File: src/rtl/core/arsw_pkg.sv
// Shared widths, command codes and the bit-count helper of the anti-replay window.
package arsw_pkg;

  localparam int unsigned SeqW = 48;
  localparam int unsigned CntW = 32;
  localparam int unsigned WinW = 7;
  localparam int unsigned MapMaxW = 64;

  localparam logic OpCheck = 1'b0;
  localparam logic OpClear = 1'b1;

  // Counts the set bits per byte first, then adds the eight byte counts.
  function automatic logic [WinW-1:0] popcount64(input logic [MapMaxW-1:0] v);
    logic [3:0] byte_cnt [8];
    logic [WinW-1:0] total;
    for (int b = 0; b < 8; b++) begin
      byte_cnt[b] = '0;
      for (int i = 0; i < 8; i++) begin
        byte_cnt[b] = byte_cnt[b] + {3'b000, v[b*8+i]};
      end
    end
    total = '0;
    for (int b = 0; b < 8; b++) begin
      total = total + {3'b000, byte_cnt[b]};
    end
    return total;
  endfunction

endpackage

File: src/rtl/core/arsw_ram.sv
// Generic synchronous RAM with separate write and read addresses and a registered, read-first read.
module arsw_ram #(
  parameter int unsigned Width = 8,
  parameter int unsigned Depth = 2,
  localparam int unsigned AddrW = (Depth > 1) ? $clog2(Depth) : 1
) (
  input  logic             clk_i,
  input  logic             we_i,
  input  logic [AddrW-1:0] waddr_i,
  input  logic [Width-1:0] wdata_i,
  input  logic [AddrW-1:0] raddr_i,
  output logic [Width-1:0] rdata_o
);

  logic [Width-1:0] mem_q [Depth];
  logic [Width-1:0] rdata_q;

  always_ff @(posedge clk_i) begin
    if (we_i) begin
      mem_q[waddr_i] <= wdata_i;
    end
    rdata_q <= mem_q[raddr_i];
  end

  assign rdata_o = rdata_q;

endmodule

File: src/rtl/core/anti_replay_sliding_window.sv
// Top level of the anti-replay sliding window checker.
// Checks 48-bit record sequence numbers against a sliding bitmap window and
// accepts one beat per clock cycle while the output is not stalled; each
// beat passes through stage one into the output register, where its result
// beat is held while the output is stalled. The highest number,
// the window bitmap and the saturating replay counter live in one word of a
// synchronous RAM that is read every cycle; the word written at the previous
// edge is forwarded, so consecutive beats see each other's updates. A write to
// the window size register clamps the value to min(MaxWindow, 64), ignores
// zero, and spends the following cycle writing the word back with the bitmap
// trimmed to the new size. A clear command empties the window and the highest
// number but keeps the replay counter.
module anti_replay_sliding_window #(
  parameter int unsigned MaxWindow = 64
) (
  input  logic                       clk_i,
  input  logic                       rst_ni,
  input  logic                       cfg_we_i,
  input  logic [arsw_pkg::WinW-1:0]  cfg_wdata_i,
  input  logic                       in_valid_i,
  output logic                       in_stall_o,
  input  logic                       opcode_i,
  input  logic [arsw_pkg::SeqW-1:0]  sequence_number_i,
  output logic                       out_valid_o,
  input  logic                       out_stall_i,
  output logic                       replay_flag_o,
  output logic [arsw_pkg::SeqW-1:0]  highest_seen_o,
  output logic [arsw_pkg::CntW-1:0]  replays_total_o,
  output logic [arsw_pkg::WinW-1:0]  slots_used_o
);

  localparam int unsigned SeqW = arsw_pkg::SeqW;
  localparam int unsigned CntW = arsw_pkg::CntW;
  localparam int unsigned WinW = arsw_pkg::WinW;
  localparam int unsigned MapW = (MaxWindow < arsw_pkg::MapMaxW) ? MaxWindow
                                                                 : arsw_pkg::MapMaxW;
  localparam int unsigned ShW = (MapW > 1) ? $clog2(MapW) : 1;
  localparam int unsigned WordW = CntW + SeqW + MapW;
  localparam logic [WinW-1:0] WinLimit = WinW'(MapW);

  // Window size register and the pending trim of the stored bitmap.
  logic [WinW-1:0] window_q, window_d;
  logic            trim_q;

  always_comb begin
    window_d = window_q;
    if (cfg_we_i && (cfg_wdata_i != '0)) begin
      window_d = (cfg_wdata_i > WinLimit) ? WinLimit : cfg_wdata_i;
    end
  end

  always_ff @(posedge clk_i or negedge rst_ni) begin
    if (!rst_ni) begin
      window_q <= WinLimit;
      trim_q   <= 1'b0;
    end else begin
      window_q <= window_d;
      trim_q   <= cfg_we_i;
    end
  end

  // Stage one holds the beat while the state word is read.
  logic            s1_valid_q;
  logic            s1_op_q;
  logic [SeqW-1:0] s1_seq_q;
  logic            out_valid_q;
  logic            s1_adv;
  logic            in_accept;

  assign s1_adv     = !out_valid_q || !out_stall_i;
  assign in_stall_o = s1_valid_q && !s1_adv;
  assign in_accept  = in_valid_i && !in_stall_o;

  always_ff @(posedge clk_i or negedge rst_ni) begin
    if (!rst_ni) begin
      s1_valid_q <= 1'b0;
    end else if (in_accept) begin
      s1_valid_q <= 1'b1;
    end else if (s1_adv) begin
      s1_valid_q <= 1'b0;
    end
  end

  always_ff @(posedge clk_i) begin
    if (in_accept) begin
      s1_op_q  <= opcode_i;
      s1_seq_q <= sequence_number_i;
    end
  end

  // State word storage with forwarding of the word written at the last edge.
  logic             ram_we;
  logic [WordW-1:0] ram_wdata;
  logic [WordW-1:0] ram_rdata;
  logic [WordW-1:0] fwd_q;
  logic             fwd_valid_q;
  logic             init_q;
  logic [WordW-1:0] cur_word;

  arsw_ram #(
    .Width (WordW),
    .Depth (1)
  ) u_state_ram (
    .clk_i   (clk_i),
    .we_i    (ram_we),
    .waddr_i (1'b0),
    .wdata_i (ram_wdata),
    .raddr_i (1'b0),
    .rdata_o (ram_rdata)
  );

  always_comb begin
    if (fwd_valid_q) begin
      cur_word = fwd_q;
    end else if (init_q) begin
      cur_word = ram_rdata;
    end else begin
      cur_word = '0;
    end
  end

  always_ff @(posedge clk_i or negedge rst_ni) begin
    if (!rst_ni) begin
      fwd_valid_q <= 1'b0;
      init_q      <= 1'b0;
    end else begin
      fwd_valid_q <= ram_we;
      if (ram_we) begin
        init_q <= 1'b1;
      end
    end
  end

  always_ff @(posedge clk_i) begin
    if (ram_we) begin
      fwd_q <= ram_wdata;
    end
  end

  // Check and update of the window.
  logic [MapW-1:0] wmask;
  logic [MapW-1:0] cur_map;
  logic [SeqW-1:0] cur_high;
  logic [CntW-1:0] cur_cnt;
  logic [SeqW:0]   diff_hs;
  logic [SeqW-1:0] gap;
  logic [SeqW-1:0] pos;
  logic [SeqW-1:0] win_ext;
  logic            newer;
  logic            too_old;
  logic [MapW-1:0] bit_sel;
  logic            hit;
  logic [MapW-1:0] new_map;
  logic [SeqW-1:0] new_high;
  logic [CntW-1:0] new_cnt;
  logic            replay;
  logic            commit;

  always_comb begin
    for (int i = 0; i < MapW; i++) begin
      wmask[i] = (WinW'(i) < window_q);
    end
  end

  assign cur_map  = cur_word[MapW-1:0] & wmask;
  assign cur_high = cur_word[MapW +: SeqW];
  assign cur_cnt  = cur_word[MapW+SeqW +: CntW];

  assign diff_hs = {1'b0, cur_high} - {1'b0, s1_seq_q};
  assign newer   = diff_hs[SeqW];
  assign pos     = diff_hs[SeqW-1:0];
  assign gap     = s1_seq_q - cur_high;
  assign win_ext = {{(SeqW-WinW){1'b0}}, window_q};
  assign too_old = !newer && (pos >= win_ext);
  assign bit_sel = cur_map >> pos[ShW-1:0];
  assign hit     = bit_sel[0];

  always_comb begin
    new_map  = cur_map;
    new_high = cur_high;
    replay   = 1'b0;
    if (s1_op_q == arsw_pkg::OpClear) begin
      new_map  = '0;
      new_high = '0;
    end else if (too_old) begin
      replay = 1'b1;
    end else if (newer) begin
      if (gap >= win_ext) begin
        new_map = {{(MapW-1){1'b0}}, 1'b1};
      end else begin
        new_map = (cur_map << gap[ShW-1:0]) | {{(MapW-1){1'b0}}, 1'b1};
      end
      new_high = s1_seq_q;
    end else if (hit) begin
      replay = 1'b1;
    end else begin
      new_map = cur_map | ({{(MapW-1){1'b0}}, 1'b1} << pos[ShW-1:0]);
    end
    new_map = new_map & wmask;
    new_cnt = cur_cnt;
    if (replay && (cur_cnt != '1)) begin
      new_cnt = cur_cnt + CntW'(1);
    end
  end

  assign commit = s1_valid_q && s1_adv;
  assign ram_we = commit || trim_q;

  always_comb begin
    if (commit) begin
      ram_wdata = {new_cnt, new_high, new_map};
    end else begin
      ram_wdata = {cur_cnt, cur_high, cur_map};
    end
  end

  // Output register.
  logic            out_replay_q;
  logic [SeqW-1:0] out_high_q;
  logic [CntW-1:0] out_cnt_q;
  logic [MapW-1:0] out_map_q;
  logic [arsw_pkg::MapMaxW-1:0] out_map_ext;

  always_ff @(posedge clk_i or negedge rst_ni) begin
    if (!rst_ni) begin
      out_valid_q <= 1'b0;
    end else if (s1_adv) begin
      out_valid_q <= s1_valid_q;
    end
  end

  always_ff @(posedge clk_i) begin
    if (commit) begin
      out_replay_q <= replay;
      out_high_q   <= new_high;
      out_cnt_q    <= new_cnt;
      out_map_q    <= new_map;
    end
  end

  always_comb begin
    out_map_ext = '0;
    out_map_ext[MapW-1:0] = out_map_q;
  end

  assign out_valid_o     = out_valid_q;
  assign replay_flag_o   = out_replay_q;
  assign highest_seen_o  = out_high_q;
  assign replays_total_o = out_cnt_q;
  assign slots_used_o    = arsw_pkg::popcount64(out_map_ext);

endmodule

File: config.mk
export PLATFORM = sky130hd
export DESIGN_NAME = anti_replay_sliding_window
export DESIGN_NICKNAME = d
export VERILOG_FILES = /design/src/rtl/core/arsw_pkg.sv /design/src/rtl/core/arsw_ram.sv /design/src/rtl/core/anti_replay_sliding_window.sv
export SDC_FILE = /design/constraint.sdc
export NUM_CORES = 2
export LEC_CHECK = 0
export ABC_AREA = 1
export BUFFER_PORTS_ARGS = -buffer_cell sky130_fd_sc_hd__buf_2
export CORE_MARGIN = 3
export CORE_UTILIZATION = 24
export CTS_CLUSTER_SIZE = 24
export DETAILED_ROUTE_END_ITERATION = 10
export MAX_ROUTING_LAYER = met4
export PLACE_DENSITY = 0.37
export SYNTH_ARGS = -nofsm -noshare
export SYNTH_HDL_FRONTEND = slang
export SYNTH_SLANG_ARGS = --single-unit
File: constraint.sdc
create_clock -name clk_i -period 14.52 [get_ports clk_i]
set_clock_uncertainty 0.15 [all_clocks]
set_input_delay 1.452 -clock clk_i [delete_from_list [all_inputs] [get_ports clk_i]]
set_output_delay 1.452 -clock clk_i [all_outputs]
set_load 0.02 [all_outputs]
* Yosys cells after proc, flatten, opt, wreduce, memory -nomap -nowiden
Memory sizes are Yosys's and may differ from the RTL's. A register that Yosys moved wholly into a read port is not among the register bits.
Index checks and enable logic that the tools add are counted.
** Word-level totals
- Flip-flop bits (word level) :: 350
- Bits in latches :: 0
- Bits in writable memories :: 144
- Memory bits (read-only) :: 0
- Bits of input ports :: 61
- Output and inout port bits :: 90
- Logic and storage cells :: 190
- Memories kept :: 1
** Memory list
- u_state_ram.mem_q :: depth 1, width 144, rd ports 1, clocked after Yosys merged registers in 1, wr ports 1, line arsw_ram.sv:15 : logic [Width-1:0] mem_q [Depth];
** Cells by class
- Add/sub/neg operators :: 66
- Multiply operators :: 0
- Divide/modulo/power cells :: 0
- Magnitude comparators :: 67
- Equal/unequal tests :: 1
- Shift-type cells :: 3
- Mux-type cells :: 21
- Bitwise operators :: 3
- Reductions and logical operators :: 15
** Operator list (count)
- $mux W144 :: 3
- $mux W64 :: 5
- $lt A6 B7 Y1 const A :: 32
- $mux W48 :: 3
- $add A4 B1 Y4 :: 32
- $and A64 B64 Y64 :: 2
- $lt A5 B7 Y1 const A :: 16
- $ge A48 B7 Y1 :: 2
- $or A64 B64 Y64 :: 1
- $shl A1 B6 Y64 const A :: 1
- $shl A64 B6 Y64 :: 1
- $shr A64 B6 Y1 :: 1
- $lt A4 B7 Y1 const A :: 8
- $sub A48 B48 Y49 :: 1
- $sub A48 B48 Y48 :: 1
- $add A3 B1 Y4 :: 8
- $add A32 B1 Y32 const B :: 1
- $mux W32 :: 1
- $ne A32 B32 Y1 const B :: 1
- $add A7 B4 Y7 :: 4
- $lt A3 B7 Y1 const A :: 4
- $add A2 B1 Y3 :: 8
- $add A1 B1 Y2 :: 8
- $lt A1 B7 Y1 const A :: 2
- other kinds (12) :: 30

* Longest topological paths before layout
- Word-level depth :: 14
- Mapped depth :: 38

* By module
From an unflattened synthesis, not the netlist that was laid out.
** Second synthesis, totals
- Cell total of the unflattened synthesis :: 5464
- Area, all modules :: 40951.8 µm²
** Modules (own cells, without submodules)
- anti_replay_sliding_window :: times used 1, cells each 5176, area an instance 33744.9 µm², sequential area each 10451.3 µm²
- arsw_ram :: times used 1, cells each 288, area an instance 7206.9 µm², sequential area each 7206.9 µm²

* Worst setup path before layout
No wires, ideal clock.
- Kind :: reg2out
- Start :: reg out_map_q[53] (netlist: out_map_ext[53])
- End :: out slots_used_o[6] in the netlist's numbering
- Data arrival time :: 5.671 ns
- Required time :: 12.918 ns
- Path slack :: 7.247 ns
- Cell stages (with the launch flop) :: 21
- Cells stage by stage :: edfxtp_1 > fa_1 > inv_1 > fa_1 > inv_1 > fa_1 > inv_1 > fa_1 > inv_1 > fa_1 > inv_1 > fa_1 > fa_1 > fa_1 > inv_1 > ha_1 > inv_1 > fa_1 > o21ai_0 > a21oi_1 > o21bai_1
** On the way
- Cells in the longest elaborated chain, start to end :: 5
** Ends and longest elaborated chain
- start: declaration :: line anti_replay_sliding_window.sv:221 : logic [MapW-1:0] out_map_q;
- start signal: assignment :: line anti_replay_sliding_window.sv:237 : out_map_q <= new_map;
- $add A4 B1 Y4 (3 in a row) :: line arsw_pkg.sv:19 : byte_cnt[b] = byte_cnt[b] + {3'b000, v[b*8+i]};
- $add A7 B4 Y7 (2 in a row) :: line arsw_pkg.sv:24 : total = total + {3'b000, byte_cnt[b]};
- end: declaration :: line anti_replay_sliding_window.sv:29 : output logic [arsw_pkg::WinW-1:0] slots_used_o
Every way passes these cells.

* Worst setup path after layout
- Start :: reg out_map_q[0] (netlist: out_map_ext[0])
- End :: out slots_used_o[5] in the netlist's numbering
** On the way
- Cells in the longest elaborated chain, start to end :: 14
** Ends and longest elaborated chain (line)
- $add A1 B1 Y2 :: arsw_pkg.sv:19
- $add A2 B1 Y3 :: arsw_pkg.sv:19
- $add A3 B1 Y4 :: arsw_pkg.sv:19
- $add A4 B1 Y4 (4 in a row) :: arsw_pkg.sv:19
- $add A4 B4 Y5 :: arsw_pkg.sv:24
- $add A5 B4 Y6 :: arsw_pkg.sv:24
- $add A6 B4 Y7 :: arsw_pkg.sv:24
- $add A7 B4 Y7 (4 in a row) :: arsw_pkg.sv:24
Every way passes these cells.

==> impl_metrics.py <==
metrics = {
    "worst_setup_path": {
        "r2r_cells": 29,
        "r2r-end": "u_state_ram.mem_q[0][112]$_DFFE_PP_",
        "r2r_slack_ns": 6.77,
        "worstSetupPathType": "reg -> out",
        "startpoint": "out_map_ext[0]$_DFFE_PP_",
        "reg2reg_from": "fwd_valid_q$_DFF_PN0_",
        "critPathLaunchType": "flip-flop",
        "worstSetupEndpointType": "output pin",
        "cp.arrival_ns": 6.53,
        "crit_path_max_fanout": 2,
        "required_ns": 12.92,
    },
    "synthesis": {
        "synth_fa_ha_area_share_pct": 6.72,
        "synth.area.top_cells": "edfxtp_1 (28%), nand2_1 (20%), dfxtp_1 (7.8%)",
        "synth_top_area_cell": "edfxtp_1",
        "async_flop_share_pct": 2.43,
        "synth_compound_area_share_pct": 10.2,
        "netlist_top_cells_count": "nand2_1 (1924), inv_1 (633), nand3_1 (552), edfxtp_1 (338), nor2_1 (298)",
        "ys_seq_area_share_pct": 36.2,
        "synth_cell_types": 54,
        "synth_nets": 5611,
        "synthDominantCellAreaShare_pct": 27.5,
        "ys_warn_count": 0,
        "synthMuxAreaShare_pct": 0.163,
        "synth_edf_count": 338,
        "ys_ff_latch": 494,
        "syn-mean-instance-area_um2": 6.85,
        "syn_area_um2": 36900,
        "synth-xor-area-share_pct": 1.23,
        "syn-instance-count": 5385,
        "yosysMostFrequentCell": "nand2_1",
        "synthSimpleGateAreaFrac_pct": 35.5,
        "synth_ff_type": "edfxtp_1",
        "synth_top_family_by_area": "simple AND/OR/NAND/NOR gates",
    },
    "sta": {
        "setup_viol": 0,
        "rsz0062_at_grt": "false",
        "min_period_ns": 8.13,
        "max_freq_mhz": 123,
        "worst_pin_slew_ns": 1.02,
        "fin_crit_sh_pct": 56.0,
        "hold_viol": 0,
        "slew_headroom_pct": 32.1,
        "tns_ns": 0,
        "final_max_slew_viol_count": 0,
    },
    "clocking": {
        "clockBufferDepth": 3,
        "worstSkewPairLatency_ns": 0.69,
        "clock-sinks": 494,
        "cts_setup_buffers": 0,
        "htreeDepth": 2,
        "cts_root_buf": "clkbuf_16",
        "cts_buffers": 60,
        "cts.hold.buffers_added": 0,
        "cts_tree": "done",
        "path_clk_slew_ns": 0.07,
        "cts_resized": 0,
    },
    "min_path": {
        "hold_class": "reg -> reg",
        "holdPathEnd": "u_state_ram.rdata_o[33]$_DFF_P_",
        "hold_depth": 0,
        "worstHoldStart": "u_state_ram.mem_q[0][33]$_DFFE_PP_",
    },
    "floorplanning": {
        "io_pins": 151,
        "fp.dieW_um": 398,
        "core_area_um2": 152000,
        "die_h_um": 398,
        "row_count": 143,
        "die_area_um2": 158000,
        "start_util_pct": 24.2,
    },
    "detailed_routing": {
        "drt_wl_total_um": 162000,
        "avgViaCountPerCell": 4.81,
        "routed-via-count": 35955,
        "drc": 0,
        "avgRoutedWirePerCell_um": 21.6,
        "postRouteAntennaNets": 0,
        "dr.first_iter.drc_count": 3213,
        "dr.pass1.iters": 6,
    },
    "run": {
        "maxCapViolCount": 0,
    },
    "status": {
        "status": "complete, no violations",
    },
    "placed_design": {
        "io_buffers": 150,
        "dp_hpwl_um": 125000,
        "gp_congestion": 0.978,
    },
    "layout": {
        "drive_gt1_share_pct": 7.47,
        "nNetsFinal": 5625,
        "syn2layout_area_growth_pct": 13.0,
    },
    "grt": {
        "grt_pass1_wl_um": 238000,
        "grt_overflow": 0,
        "antenna_found_initial": 6,
        "grt_max_degree": 73,
        "grt_pass1_vias": 34946,
        "grt_usage_pct": 20.6,
    },
}
-- worst max-delay path: stages (launching register included) --
cell and delay, ns:
edfxtp_1 0.39, fa_1 0.55, inv_1 0.06, fa_1 0.37, inv_1 0.08, fa_1 0.46, fa_1 0.54, fa_1 0.53
fa_1 0.53, fa_1 0.52, fa_1 0.51, ha_1 0.31, nand2_1 0.06, nor2_1 0.04, a211oi_1 0.32, nor2_1 0.06
o21ai_0 0.15, nand2_1 0.08, xor2_1 0.12, buf_2 0.17
-- cell families (layout without fill, tap and decap cells) --
group	after synthesis	after routing
adders and majority gates	165	165
buffers and inverters	918	984
muxes	6	6
DFF	494	494
AOI/OAI and AO/OA	661	661
xor gates and xnor gates	51	51
and+or+nand+nor	3090	3090
other	0	1
-- worst max path at each step --
stage,cells past startpoint,end
global route,19,slots_used_o[5]
detailed placement,29,u_state_ram.mem_q[0][112]$_DFFE_PP_
global placement,29,u_state_ram.mem_q[0][112]$_DFFE_PP_
floorplan,20,slots_used_o[6]
CTS,19,slots_used_o[5]
finish,19,slots_used_o[5]
-- metal layers --
layer,part of all wire [%],wire length (µm),track usage [%],vias up
met2,44,70900,31.5,1026
met4,2.3,3780,4.80,0
met5,0,0,-,-
met1,48,78100,29.1,17196
met3,5.6,9050,2.38,169
li1,-,-,-,17564
-- layout by cell type, fill, tap and decap left out, drive strengths merged, types with 80 or more instances in the layout --
cell / count
o21ai: 266
nand3: 555
nor2: 326
nand2: 1930
inv: 659
buf: 202
ha: 110
dfxtp: 144
nand4: 136
clkbuf: 80
a21oi: 227
edfxtp: 338
-- metrics by stage --
step	utilization, %	area [µm²]	instances	hold slack [ns]	worst slack [ns]
3_5_place_dp	26.0	39500	7367	0.203	6.75
5_1_grt	27.4	41700	7481	0.194	5.98
3_3_place_gp	26.0	39500	7367	0.201	6.83
6_report	27.4	41700	7482	0.181	6.39
2_1_floorplan	-	36900	5385	0.190	7.25
4_1_cts	27.4	41700	7481	0.185	6.25
-- registers in the layout (all words and copies together), names as in the netlist, 7 cells and up --
signal and count:
s1_seq_q 48, replays_total_o 32, u_state_ram.rdata_o 144, window_q 7, out_map_ext 64, u_state_ram.mem_q 144
highest_seen_o 48
-- cell type report --
cell class,count,area [µm²]
diodes,1,2.50
multi-input cells,3973,20000
repair buffers,202,1140
well taps,2030,2540
clock buffers,80,1680
flip-flops and latches,494,13300
clock inverters,34,464
inverters,668,2510
fillers,17034,111000
Power is not shown: default switching activity piles up to over one toggle a cycle in this logic, so the estimate is an artifact.
